<file path="src/mjt_pkg.sv">
package mjt_pkg;

	// fixed field widths
	localparam int POS_W     = 32;
	localparam int VEL_W     = 48;
	localparam int CFG_W     = 32;
	localparam int CFG_IDX_W = 3;
	localparam int NUM_AXES  = 3;

	// velocity scaling and quotient width of the velocity divider
	localparam int VEL_FRAC_SHIFT = 16;
	localparam int VQUO_W         = 54;

	// quintic position and velocity coefficients
	localparam int P_C3 = 10;
	localparam int P_C4 = 15;
	localparam int P_C5 = 6;
	localparam int Q_C2 = 30;
	localparam int Q_C3 = 60;
	localparam int Q_C4 = 30;

	// configuration register indexes
	typedef enum logic [CFG_IDX_W-1:0] {
		REG_START_X,
		REG_START_Y,
		REG_START_Z,
		REG_END_X,
		REG_END_Y,
		REG_END_Z,
		REG_DURATION
	} cfg_reg_t;

	// one result transaction
	typedef struct packed {
		logic [NUM_AXES-1:0][POS_W-1:0] pos;
		logic [NUM_AXES-1:0][VEL_W-1:0] vel;
		logic                           done;
	} res_t;

endpackage

</file>
<file path="src/mjt_skid.sv">
module mjt_skid (
	input  logic          clk,
	input  logic          arst_n,
	input  logic          in_vld,
	input  mjt_pkg::res_t in_res,
	output logic          en,
	output logic          out_valid,
	input  logic          out_stall,
	output mjt_pkg::res_t out_res
);
	import mjt_pkg::*;

	logic full_q;
	logic vld_q;
	logic take;
	res_t res_q;
	res_t skid_q;

	assign take = vld_q && !out_stall;
	assign en   = !full_q;

	// output register plus one skid entry
	always_ff @(posedge clk or negedge arst_n) begin
		if (!arst_n) begin
			vld_q  <= 1'b0;
			full_q <= 1'b0;
		end else begin
			if (full_q) begin
				if (take) begin
					full_q <= 1'b0;
				end
			end else if (in_vld) begin
				if (vld_q && !take) begin
					full_q <= 1'b1;
				end else begin
					vld_q <= 1'b1;
				end
			end else if (take) begin
				vld_q <= 1'b0;
			end
		end
	end

	always_ff @(posedge clk) begin
		if (full_q) begin
			if (take) begin
				res_q <= skid_q;
			end
		end else if (in_vld) begin
			if (vld_q && !take) begin
				skid_q <= in_res;
			end else begin
				res_q <= in_res;
			end
		end
	end

	assign out_valid = vld_q;
	assign out_res   = res_q;

`ifndef ASSERT_OFF
	// skid entry only holds data behind a pending output
	a_full_valid: assert property (@(posedge clk) disable iff (!arst_n)
		full_q |-> vld_q)
		else $error("skid full without output valid");

	// skid fills only while the output is stalled
	a_fill_stall: assert property (@(posedge clk) disable iff (!arst_n)
		$rose(full_q) |-> $past(vld_q && out_stall))
		else $error("skid filled without output stall");

	// a full skid keeps the output valid next cycle
	a_full_hold: assert property (@(posedge clk) disable iff (!arst_n)
		full_q |=> vld_q)
		else $error("output dropped while skid full");
`endif

endmodule

</file>
<file path="config.mk">
export PLATFORM = sky130hd
export DESIGN_NAME = mjt_skid
export DESIGN_NICKNAME = d
export VERILOG_FILES = /design/src/mjt_pkg.sv /design/src/mjt_skid.sv
export SDC_FILE = /design/constraint.sdc
export NUM_CORES = 1
export LEC_CHECK = 0
export BUFFER_PORTS_ARGS = -buffer_cell sky130_fd_sc_hd__buf_2
export CORE_MARGIN = 5
export CORE_UTILIZATION = 45
export DETAILED_ROUTE_END_ITERATION = 10
export PLACE_DENSITY = 0.73
export SETUP_SLACK_MARGIN = 0.2
export SLEW_MARGIN = 40
export SYNTH_ARGS = -nofsm -noshare
export SYNTH_HDL_FRONTEND = slang
export SYNTH_SLANG_ARGS = --single-unit
export TNS_END_PERCENT = 100
</file>
<file path="constraint.sdc">
create_clock -name clk -period 13.05 [get_ports clk]
set_input_delay 1.305 -clock clk [delete_from_list [all_inputs] [get_ports clk]]
set_output_delay 1.305 -clock clk [all_outputs]
set_load 0.01 [all_outputs]
</file>
# Word level (Yosys, flattened, before mapping)
# Cells that the tools add are included.
# word_totals
out_inout_bits,243
elab_cells,41
register_bits,484
in_bits,245
# classes
reduce_logical,10
n_eq_ne,3
n_bitwise,1
muxes,11
# ops
cell,count
$mux 241,4
$reduce_and 3->1,3
$mux 1,7
$ne 2x2->1 const B,2
$reduce_bool 2->1,2
$logic_not 1->1,3
$logic_and 1x1->1,2
$ne 2x1->1 const B,1
$not 1->1,1

# Logic depth before layout (Yosys ltp)
# Gate-level depths: netlist (run 1).
# depth
ltp_word,7
mapped_depth,4
mapped_depth_nobuf,2

# Least setup slack after synthesis (run 1)
# No wires, ideal clock.
# synth_timing
path_type,input-to-reg
start,input port out_stall
end,register res_q (netlist bit out_res[0]) (enable)
stages,2
arrival_ns,12.684
setup_time_ns,0.910
path_slack_ns,-0.543
path_cell_list,nand2_1 a21boi_1
# synth_between
elab_chain_cells,6
# synth_lines
item,line,rtl
start: declaration,mjt_skid.sv:8,"input logic out_stall,"
$logic_not 1->1 (*),mjt_skid.sv:19,assign take = vld_q && !out_stall;
$logic_and 1x1->1 (*),mjt_skid.sv:19,
$logic_not 1->1,mjt_skid.sv:50,if (vld_q && !take) begin
$logic_and 1x1->1,mjt_skid.sv:50,
$ne 2x2->1 (no source line),n/a,
$reduce_and 3->1 (no source line) (*),n/a,
end signal: assignment,mjt_skid.sv:47,res_q <= skid_q;
end signal: assignment,mjt_skid.sv:53,res_q <= in_res;
end: declaration,mjt_skid.sv:16,res_t res_q;
# Mark *: on every way between the ends. The rest lies on a longest branch, timed or not.
# A chain may end at the register's enable or synchronous reset.

# Worst setup path in the final report (run 1)
# layout_timing
start,input port in_vld
end,register skid_q[222] (netlist bit) (enable)
# layout_between
elab_chain_cells,1
# layout_lines
item,line,rtl
start: declaration,mjt_skid.sv:4,"input logic in_vld,"
$reduce_and 3->1 (no source line),n/a,
end signal: assignment,mjt_skid.sv:51,skid_q <= in_res;
end: declaration,mjt_skid.sv:17,res_t skid_q;
# Every way passes these cells.

==> impl_metrics.tcl, run 1 <==
set metrics [dict create \
    fp.dieH_um 208 \
    vias_per_cell 4.91 \
    dpl.cell_count 1751 \
    dieArea_sq_um 43300 \
    cp_max_fo 102 \
    grt_pass1_wl_mm 57.8 \
    portBuffers 487 \
    clock_latency_ps 560 \
    ys_seq_area_share_pct 82.3 \
    netSwitchingFraction_pct 28.1 \
    ir_drop_v 0.000376 \
    cts-root-buf "clkbuf_16" \
    synthToLayoutAreaGrowth_pct 25.7 \
    vias 9061 \
    yosys_warnings 0 \
    gr-total-overflow 0 \
    synth_area_sq_um 17600 \
    tightest_slew_ps 801 \
    stdcell_area_sq_um 22200 \
    postRouteAntennaNets 0 \
    fmax_ghz 0.316 \
    cts_tree "done" \
    path_clk_slew_ps 60 \
    crit_arrival_ps 3350 \
    wl_per_cell_um 20.9 \
    antenna_found_initial 8 \
    instances_no_fill 1847 \
    nets 1530 \
    synth_cell_types 13 \
    worstSetupStartpointType "primary input" \
    power.leakage_uw 0.00824 \
    syn_inst 763 \
    power_density_nw_per_um2 228 \
    finalSetupViolations 0 \
    first_iter_violations 560 \
    drv_cap 0 \
    rows 72 \
    rsz0062_at_grt "no" \
    fin_skew_ps 11.0 \
    cts_buffer_depth 3 \
    clkPwrFrac_pct 27.9 \
    power.total_uw 5050 \
    p_sw_uw 1420 \
    period_needed_ps 3170 \
    dp_hpwl_mm 26.3 \
    cts-resized-gates 0 \
    worstSetupEndpointType "register" \
    drt-total-wl_mm 38.6 \
    holdBufCountCts 0 \
    place_area_sq_um 20500 \
    power_frac_comb_pct 24.7 \
    setup_tns_ps 0 \
    avgSynthCellArea_sq_um 23.1 \
    postCtsSetupBuffers 0 \
    multi_input_area_sq_um 2780 \
    initial_core_util_pct 45.5 \
    htree_num_levels 2 \
    cts_buffers 50 \
    fillerInstances 2976 \
    drt_first_pass_iters 4 \
    route.detailed.drc 0 \
    cts.sinks 484 \
    grt_pass1_vias 9729 \
    ys_seq_elements 484 \
    regArea_sq_um 14500 \
    intPower_uw 3630 \
    die_w_um 208 \
    seqPwrFrac_pct 47.3 \
    min_period_over_period_pct 24.3 \
    critical_path_class "in2reg" \
    required_ps 13230 \
    track_usage_pct 17.0 \
    finalHoldViolations 0 \
    status "complete, no violations" \
    worstHoldPathType "in2async" \
    pin_count 488 \
    finalMaxSlewViolations 0 \
    core_sq_um 38700 \
    syn-num-nets 1008 \
    finish.utilization_pct 57.2 \
    gp_congestion 0.791 \
    max-slew-margin-rel_pct 46.6 \
    grt_start_max_net_pins 103 \
    layout-drive-gt1-share_pct 61.0 \
]
-- cells in the mapped netlist --
master | instances | area [sq um]
mux2_2 | 238 | 2680
a21oi_1 | 2 | 10.0
clkbuf_8 | 20 | 275
nand2b_1 | 1 | 6.26
a21boi_1 | 1 | 7.51
mux2_1 | 3 | 33.8
buf_6 | 7 | 78.8
inv_1 | 2 | 7.51
o21ai_0 | 1 | 5.00
nand2_1 | 3 | 11.3
edfxtp_1 | 482 | 14500
dfrtp_1 | 2 | 50.1
nor2_1 | 1 | 3.75
-- metal layers --
| metal | vias to the layer above | global-route usage [%] | wire length (um) |
|---|---|---|---|
| li1 | 4115 | - | - |
| met5 | - | 0 | 25 |
| met4 | 4 | 6.12 | 1140 |
| met3 | 80 | 5.98 | 3570 |
| met1 | 4491 | 21.2 | 14900 |
| met2 | 371 | 28.0 | 19000 |
-- layout make-up --
| cell class | count | share of cell area (%) |
|---|---|---|
| sequential | 484 | 65.5 |
| multi-input combinational | 250 | 12.5 |
| timing repair buffer | 497 | 11.6 |
| clock buffer | 63 | 6.15 |
| tap | 518 | 2.92 |
| clock inverter | 26 | 1.20 |
| antenna | 7 | 0.0790 |
| inverter | 2 | 0.0339 |
-- registers in the layout, indices dropped and copies added (netlist names) --
signal     count
out_res      241
skid_q       241
full_q         1
out_valid      1
-- critical path, stage by stage --
cell	delay, ps
buf_2	90
nand2b_1	160
nor2_4	150
buf_12	340
buf_16	440
buf_6	660
-- stage by stage --
step / hold slack [ps] / setup WS, ps
floorplan: 508 / 813
finish: 519 / 9880
detailed placement: 526 / 9350
CTS: 468 / 9910
global placement: 508 / 9210
global route: 475 / 9780
-- power groups by stage --
stage	clock network, uW	logic (uW)	registers (uW)
after global placement	0	1240	2420
after floorplan	0	654	2680
after CTS	1440	1270	2400
after detailed placement	0	1270	2420
final	1410	1250	2390
after global routing	1510	1340	2420
-- cells in the final DEF (no fill, tap or decap) --
cell        netlist  layout
nand2b_1          1       1
nand2_1           3       3
clkinvlp_4        0       5
edfxtp_1        482     482
mux2_1            3       3
inv_8             0       1
clkinv_1          0      10
nor2_4            0       1
clkinv_2          0       4
diode_2           0       7
mux2_2          238     238
a21boi_4          0       1
o21ai_0           1       1
dfrtp_1           2       1
clkbuf_1          0      10
buf_6             7       6
buf_4             0       2
clkbuf_16         0      53
buf_2             0     487
a21oi_1           2       2
inv_1             2       2
buf_12            0       1
clkinv_4          0       1
bufinv_16         0       5
buf_16            0       1
dfrtp_4           0       1
-- worst paths after layout --
check | start | to | slack (ps) | depth (start not counted)
worst max-delay path | in_vld | skid_q[222]$_DFFE_PP_ | 9880 | 6
worst min-delay path | arst_n | full_q$_DFF_PN0_ | 520 | 1
worst max register to register | full_q$_DFF_PN0_ | skid_q[222]$_DFFE_PP_ | 9890 | 5
worst min register to register | skid_q[229]$_DFFE_PP_ | out_res[229]$_DFFE_PP_ | 540 | 1
max in group asynchronous | arst_n | full_q$_DFF_PN0_ | 12420 | 1
min in group clk | skid_q[229]$_DFFE_PP_ | out_res[229]$_DFFE_PP_ | 540 | 1
-- cell families (layout without fill, tap and decap cells) --
| kind of cell | after synthesis | after routing | share of synthesized area [%] |
|---|---|---|---|
| AO/OA/AOI/OAI | 4 | 4 | 0.128 |
| AND/OR/NAND/NOR | 5 | 5 | 0.121 |
| multiplexers | 241 | 241 | 15.4 |
| other | 0 | 7 | 0 |
| flip-flops | 484 | 484 | 82.3 |
| buffers and inverters | 29 | 588 | 2.05 |
(Power assumes the default switching activity.)
==> inputs of run 2 (changes only) <==
--- a/config.mk
+++ b/config.mk
@@ -9,7 +9,7 @@
 export CORE_MARGIN = 5
 export CORE_UTILIZATION = 45
 export DETAILED_ROUTE_END_ITERATION = 10
-export PLACE_DENSITY = 0.73
+export PLACE_DENSITY = 0.7
 export SETUP_SLACK_MARGIN = 0.2
 export SLEW_MARGIN = 40
 export SYNTH_ARGS = -nofsm -noshare
==> constraint.sdc (replaced) <==
create_clock -name clk -period 3.3 [get_ports clk]
set_input_delay 0.33 -clock clk [delete_from_list [all_inputs] [get_ports clk]]
set_output_delay 0.33 -clock clk [all_outputs]
set_load 0.01 [all_outputs]
==> run 2 against run 1 <==
- combinational power rose to 4.3 times the previous value
- core utilization is 6.2 points higher
- global-route usage up 2.3 points
- power grew to 4.0 times the previous value
- cell area is 11% higher
==> impl_metrics.tcl, run 2 (synthesized netlist as in run 1, its figures left out) <==
set metrics [dict create \
    nets 1777 \
    power_density_nw_per_um2 822 \
    cts_tree "done" \
    finalMaxSlewViolations 0 \
    min_to "out_valid$_DFFE_PN0P_" \
    cts-root-buf "clkbuf_16" \
    crit_arrival_ps 1840 \
    dieArea_sq_um 43300 \
    fmax_ghz 0.461 \
    cts_buffer_depth 3 \
    r2r_setup_slack_ps 1310 \
    max-slew-margin-rel_pct 44.4 \
    vias 10200 \
    grt_pass1_wl_mm 66.0 \
    path_clk_slew_ps 60 \
    min_period_over_period_pct 65.8 \
    initial_core_util_pct 45.5 \
    whs_ps 90.8 \
    gr-total-overflow 0 \
    die_w_um 208 \
    track_usage_pct 19.4 \
    cts-resized-gates 0 \
    period_needed_ps 2170 \
    r2r-end "skid_q[67]$_DFFE_PP_" \
    reg2reg_from "full_q$_DFF_PN0_" \
    wl_met1_mm 16.6 \
    gp_congestion 0.803 \
    synthToLayoutAreaGrowth_pct 39.3 \
    required_ps 2970 \
    postRouteAntennaNets 0 \
    worstSetupEndpointType "primary output" \
    cts_buffers 48 \
    grt_start_max_net_pins 125 \
    dpl.cell_count 1757 \
    drt_first_pass_iters 4 \
    highest_layer "met4" \
    instances_no_fill 2086 \
    postCtsSetupBuffers 0 \
    power.leakage_uw 0.00928 \
    wl_per_cell_um 20.7 \
    rsz0062_at_grt "no" \
    portBuffers 487 \
    critical_path_class "reg2out" \
    route.detailed.drc 0 \
    dp_hpwl_mm 26.5 \
    hold_path_startpoint "in_vld" \
    grt_pass1_vias 11100 \
    holdPathStages 3 \
    htree_num_levels 2 \
    worstHoldPathType "in2reg" \
    clock_latency_ps 560 \
    first_iter_violations 546 \
    vias_per_cell 4.87 \
    finalSetupViolations 0 \
    cts.sinks 484 \
    fp.dieH_um 208 \
    final_common_cell "buf_2" \
    r2r_cells 3 \
    most-common-layout-cells "487 x buf_2, 482 x edfxtp_1, 243 x dlygate4sd3_1" \
    tightest_slew_ps 834 \
    finalHoldViolations 0 \
    fin_skew_ps 13.3 \
    layout-drive-gt1-share_pct 51.8 \
    cp_max_fo 120 \
    core_sq_um 38700 \
    wl_met3_mm 3.20 \
    antenna_found_initial 2 \
    drt-total-wl_mm 43.1 \
    drv_cap 0 \
    pin_count 488 \
    rows 72 \
    status "complete, no violations" \
    ir_drop_v 0.00130 \
    worstSetupStartpointType "register" \
    met2WireLength_mm 21.7 \
]
run 2: worst max-delay path by stage:
stage                     slack, ps  cells past startpoint             start                     to
after floorplan               -2020                      3  full_q$_DFF_PN0_   out_res[0]$_DFFE_PP_
after global placement         1290                      3  full_q$_DFF_PN0_  skid_q[175]$_DFFE_PP_
after detailed placement       1270                      3  full_q$_DFF_PN0_  skid_q[174]$_DFFE_PP_
after CTS                      1090                      3  full_q$_DFF_PN0_                     en
after global routing           1000                      3  full_q$_DFF_PN0_                     en
final                          1130                      3  full_q$_DFF_PN0_                     en
run 2: power breakdown:
group | internal (uW) | switching (uW) | leakage, uW | total [uW]
Clock | 3180 | 2210 | 0.000752 | 5390
Combinational | 2310 | 3060 | 0.00401 | 5370
Sequential | 8980 | 455 | 0.00451 | 9430
Total | 14500 | 5730 | 0.00928 | 20200
run 2: area by class of cell:
type,instances,area (sq um)
sequential,484,14500
fill,2645,14200
timing repair buffer,746,5080
multi-input combinational,250,2780
clock buffer,60,1270
tap,518,648
clock inverter,24,268
inverter,2,7.51
antenna,2,5.00
run 2: worst max-delay path, cell delays in order, from the launching register on:
cell and delay, ps:
dfrtp_4 450, buf_12 470, inv_1 90, buf_2 160
run 2: per-stage QoR:
stage / cell area [sq um] / worst slack (ps) / setup TNS [ps] / util [%] / power, uW
after floorplan: 17700 / -2020 / -822760 / - / 12900
after global placement: 20600 / 1290 / 0 / 53.2 / 14600
after detailed placement: 20600 / 1270 / 0 / 53.2 / 14700
after CTS: 24600 / 1090 / 0 / 63.5 / 20300
after global routing: 24600 / 1000 / 0 / 63.5 / 21100
final: 24600 / 1130 / 0 / 63.5 / 20200
run 2: repair_timing:
action | CTS | global route
endpoints found under the setup margin | 0 | 0
hold endpoints to repair | 244 | 0
hold buffers | 243 | 0
run 2: metal layers:
layer	up-vias	GRT usage, %
li1	4613	-
met1	5036	23.6
met2	424	32.8
met3	90	5.53
met4	0	8.00
met5	-	0
==> inputs of run 3 (changes only) <==
--- a/config.mk
+++ b/config.mk
@@ -9,7 +9,7 @@
 export CORE_MARGIN = 5
 export CORE_UTILIZATION = 45
 export DETAILED_ROUTE_END_ITERATION = 10
-export PLACE_DENSITY = 0.7
+export PLACE_DENSITY = 0.73
 export SETUP_SLACK_MARGIN = 0.2
 export SLEW_MARGIN = 40
 export SYNTH_ARGS = -nofsm -noshare
==> constraint.sdc (replaced) <==
create_clock -name clk -period 1.8 [get_ports clk]
set_input_delay 0.18 -clock clk [delete_from_list [all_inputs] [get_ports clk]]
set_output_delay 0.18 -clock clk [all_outputs]
set_load 0.01 [all_outputs]
==> run 3 against run 2 <==
- setup slack worse by 1000 ps
- flip-flop and latch count stayed put
- core utilization increased by 2.4 points
- via count grew 5.8%
- final cell count rose by 3.1%
- critical path depth is the same
- die area is the same
- combinational power up 120%
- power rose by 92%
==> impl_metrics.tcl, run 3 (synthesized netlist as in run 1, its figures left out) <==
set metrics [dict create \
    vias 10800 \
    synthToLayoutAreaGrowth_pct 44.7 \
    max-slew-margin-rel_pct 81.3 \
    worstHoldPathType "in2reg" \
    route.detailed.drc 0 \
    postRouteAntennaNets 0 \
    antenna_found_initial 6 \
    status "complete, no violations" \
    intPower_uw 27500 \
    setup_tns_ps 0 \
    crit_buf_inv 2 \
    drt_first_pass_iters 4 \
    grt_start_max_net_pins 40 \
    track_usage_pct 20.7 \
    dpl.cell_count 1787 \
    fmax_ghz 0.595 \
    power_frac_comb_pct 30.4 \
    dp_hpwl_mm 29.0 \
    final_common_cell "buf_2" \
    rsz0062_at_grt "yes" \
    finish.utilization_pct 65.9 \
    gr-total-overflow 0 \
    cp_slowest_stage_delay_ps 480 \
    cp_max_fo 38 \
    grt_pass1_vias 11700 \
    worstSetupEndpointType "register" \
    wl_per_cell_um 22.3 \
    nets 1832 \
    grt_pass1_wl_mm 70.1 \
    min_period_over_period_pct 93.4 \
    path_cells "buf_12 -> buf_12 -> mux2_2" \
    power.leakage_uw 0.00970 \
    htree_num_levels 2 \
    rows 72 \
    crit_arrival_ps 1980 \
    core_sq_um 38700 \
    pin_count 488 \
    cts-root-buf "clkbuf_16" \
    first_iter_violations 567 \
    finalHoldViolations 0 \
    cp_common_cell "buf_12" \
    cts_buffers 49 \
    required_ps 2100 \
    fp.dieH_um 208 \
    instances_no_fill 2150 \
    critical_path.slowest_cell "dfrtp_4" \
    critical_path_class "reg2reg" \
    clock_latency_ps 570 \
    finalMaxSlewViolations 0 \
    drv_cap 0 \
    tightest_slew_ps 280 \
    worstSetupStartpointType "register" \
    cp_top_family "buffers and inverters" \
    vias_per_cell 5.00 \
    power_density_nw_per_um2 1520 \
    ir_drop_v 0.00112 \
    portBuffers 487 \
    p_sw_uw 11400 \
    layout-drive-gt1-share_pct 53.2 \
    clkPwrFrac_pct 25.0 \
    power.total_uw 38900 \
    seqPwrFrac_pct 44.7 \
    cts_buffer_depth 3 \
    gp_congestion 0.805 \
    netSwitchingFraction_pct 29.2 \
    drt-total-wl_mm 48.0 \
    cts.sinks 484 \
    finalSetupViolations 0 \
    path_clk_slew_ps 60 \
    initial_core_util_pct 45.5 \
    dieArea_sq_um 43300 \
    period_needed_ps 1680 \
    most-common-layout-cells "486 x buf_2, 482 x edfxtp_1, 245 x dlygate4sd3_1" \
    fin_skew_ps 19.5 \
    cts_tree "done" \
    die_w_um 208 \
]
run 3: cell types whose count changed in the layout (fill, tap and decap cells not counted), moves of 2 or more:
cell           change
dlygate4sd3_1      +2
buf_12            +17
buf_4             +12
buf_8              +3
clkbuf_16          +9
diode_2            +5
clkinv_1           +7
clkbuf_1           -3
buf_16             +8
buf_6              +6
clkinvlp_4         +3
bufinv_16          -4
run 3: timing repair:
action,in CTS,in global routing
endpoints found under the setup margin,282,506
resized for setup,10,17
gates cloned,0,9
endpoints found under the hold margin,486,0
hold buffers,245,0
pin swaps,0,1
buffers inserted,9,4
run 3: cell type report:
class | count | area [sq um]
sequential | 484 | 14500
tap | 518 | 648
multi-input combinational | 250 | 2780
clock inverter | 30 | 203
clock buffer | 59 | 1310
inverter | 2 | 12.5
timing repair buffer | 800 | 6030
antenna | 7 | 17.5
fill | 2497 | 13200
run 3: path summary, 6_finish.rpt:
check | slack [ps] | end | cells after the start | start
setup / recovery | 120 | out_res[23]$_DFFE_PP_ | 3 | full_q$_DFF_PN0_
hold / removal | 340 | skid_q[53]$_DFFE_PP_ | 2 | in_res[53]
setup reg to reg | 120 | out_res[23]$_DFFE_PP_ | 3 | full_q$_DFF_PN0_
hold reg to reg | 540 | out_res[204]$_DFFE_PP_ | 1 | skid_q[204]$_DFFE_PP_
max in group asynchronous | 1120 | full_q$_DFF_PN0_ | 3 | arst_n
min in group asynchronous | 530 | full_q$_DFF_PN0_ | 3 | arst_n
run 3: power by group through the flow:
stage / Combinational, uW / Sequential [uW] / Clock (uW)
global placement: 10300 / 17400 / 0
floorplan: 4450 / 17300 / 0
CTS: 11300 / 17300 / 9810
detailed placement: 10600 / 17400 / 0
finish: 11800 / 17400 / 9700
global route: 12400 / 17600 / 10400
run 3: stage by stage:
| stage | hold WS (ps) | setup WS, ps | instance area, sq um |
|---|---|---|---|
| after floorplan | -116 | -3520 | 17700 |
| after global placement | -17.6 | 150 | 21100 |
| after detailed placement | -18.3 | 146 | 21100 |
| after CTS | 283 | 142 | 25200 |
| after global routing | 311 | 102 | 25500 |
| final | 336 | 118 | 25500 |
run 3: per-layer routing:
metal | part of all wire (%) | up-vias | track usage, % | wire (um)
li1 | - | 4740 | - | -
met1 | 37 | 5397 | 24.1 | 17700
met2 | 51 | 502 | 35.4 | 24600
met3 | 7.9 | 118 | 6.78 | 3810
met4 | 3.8 | 0 | 8.83 | 1830
met5 | 0 | - | 0 | 0
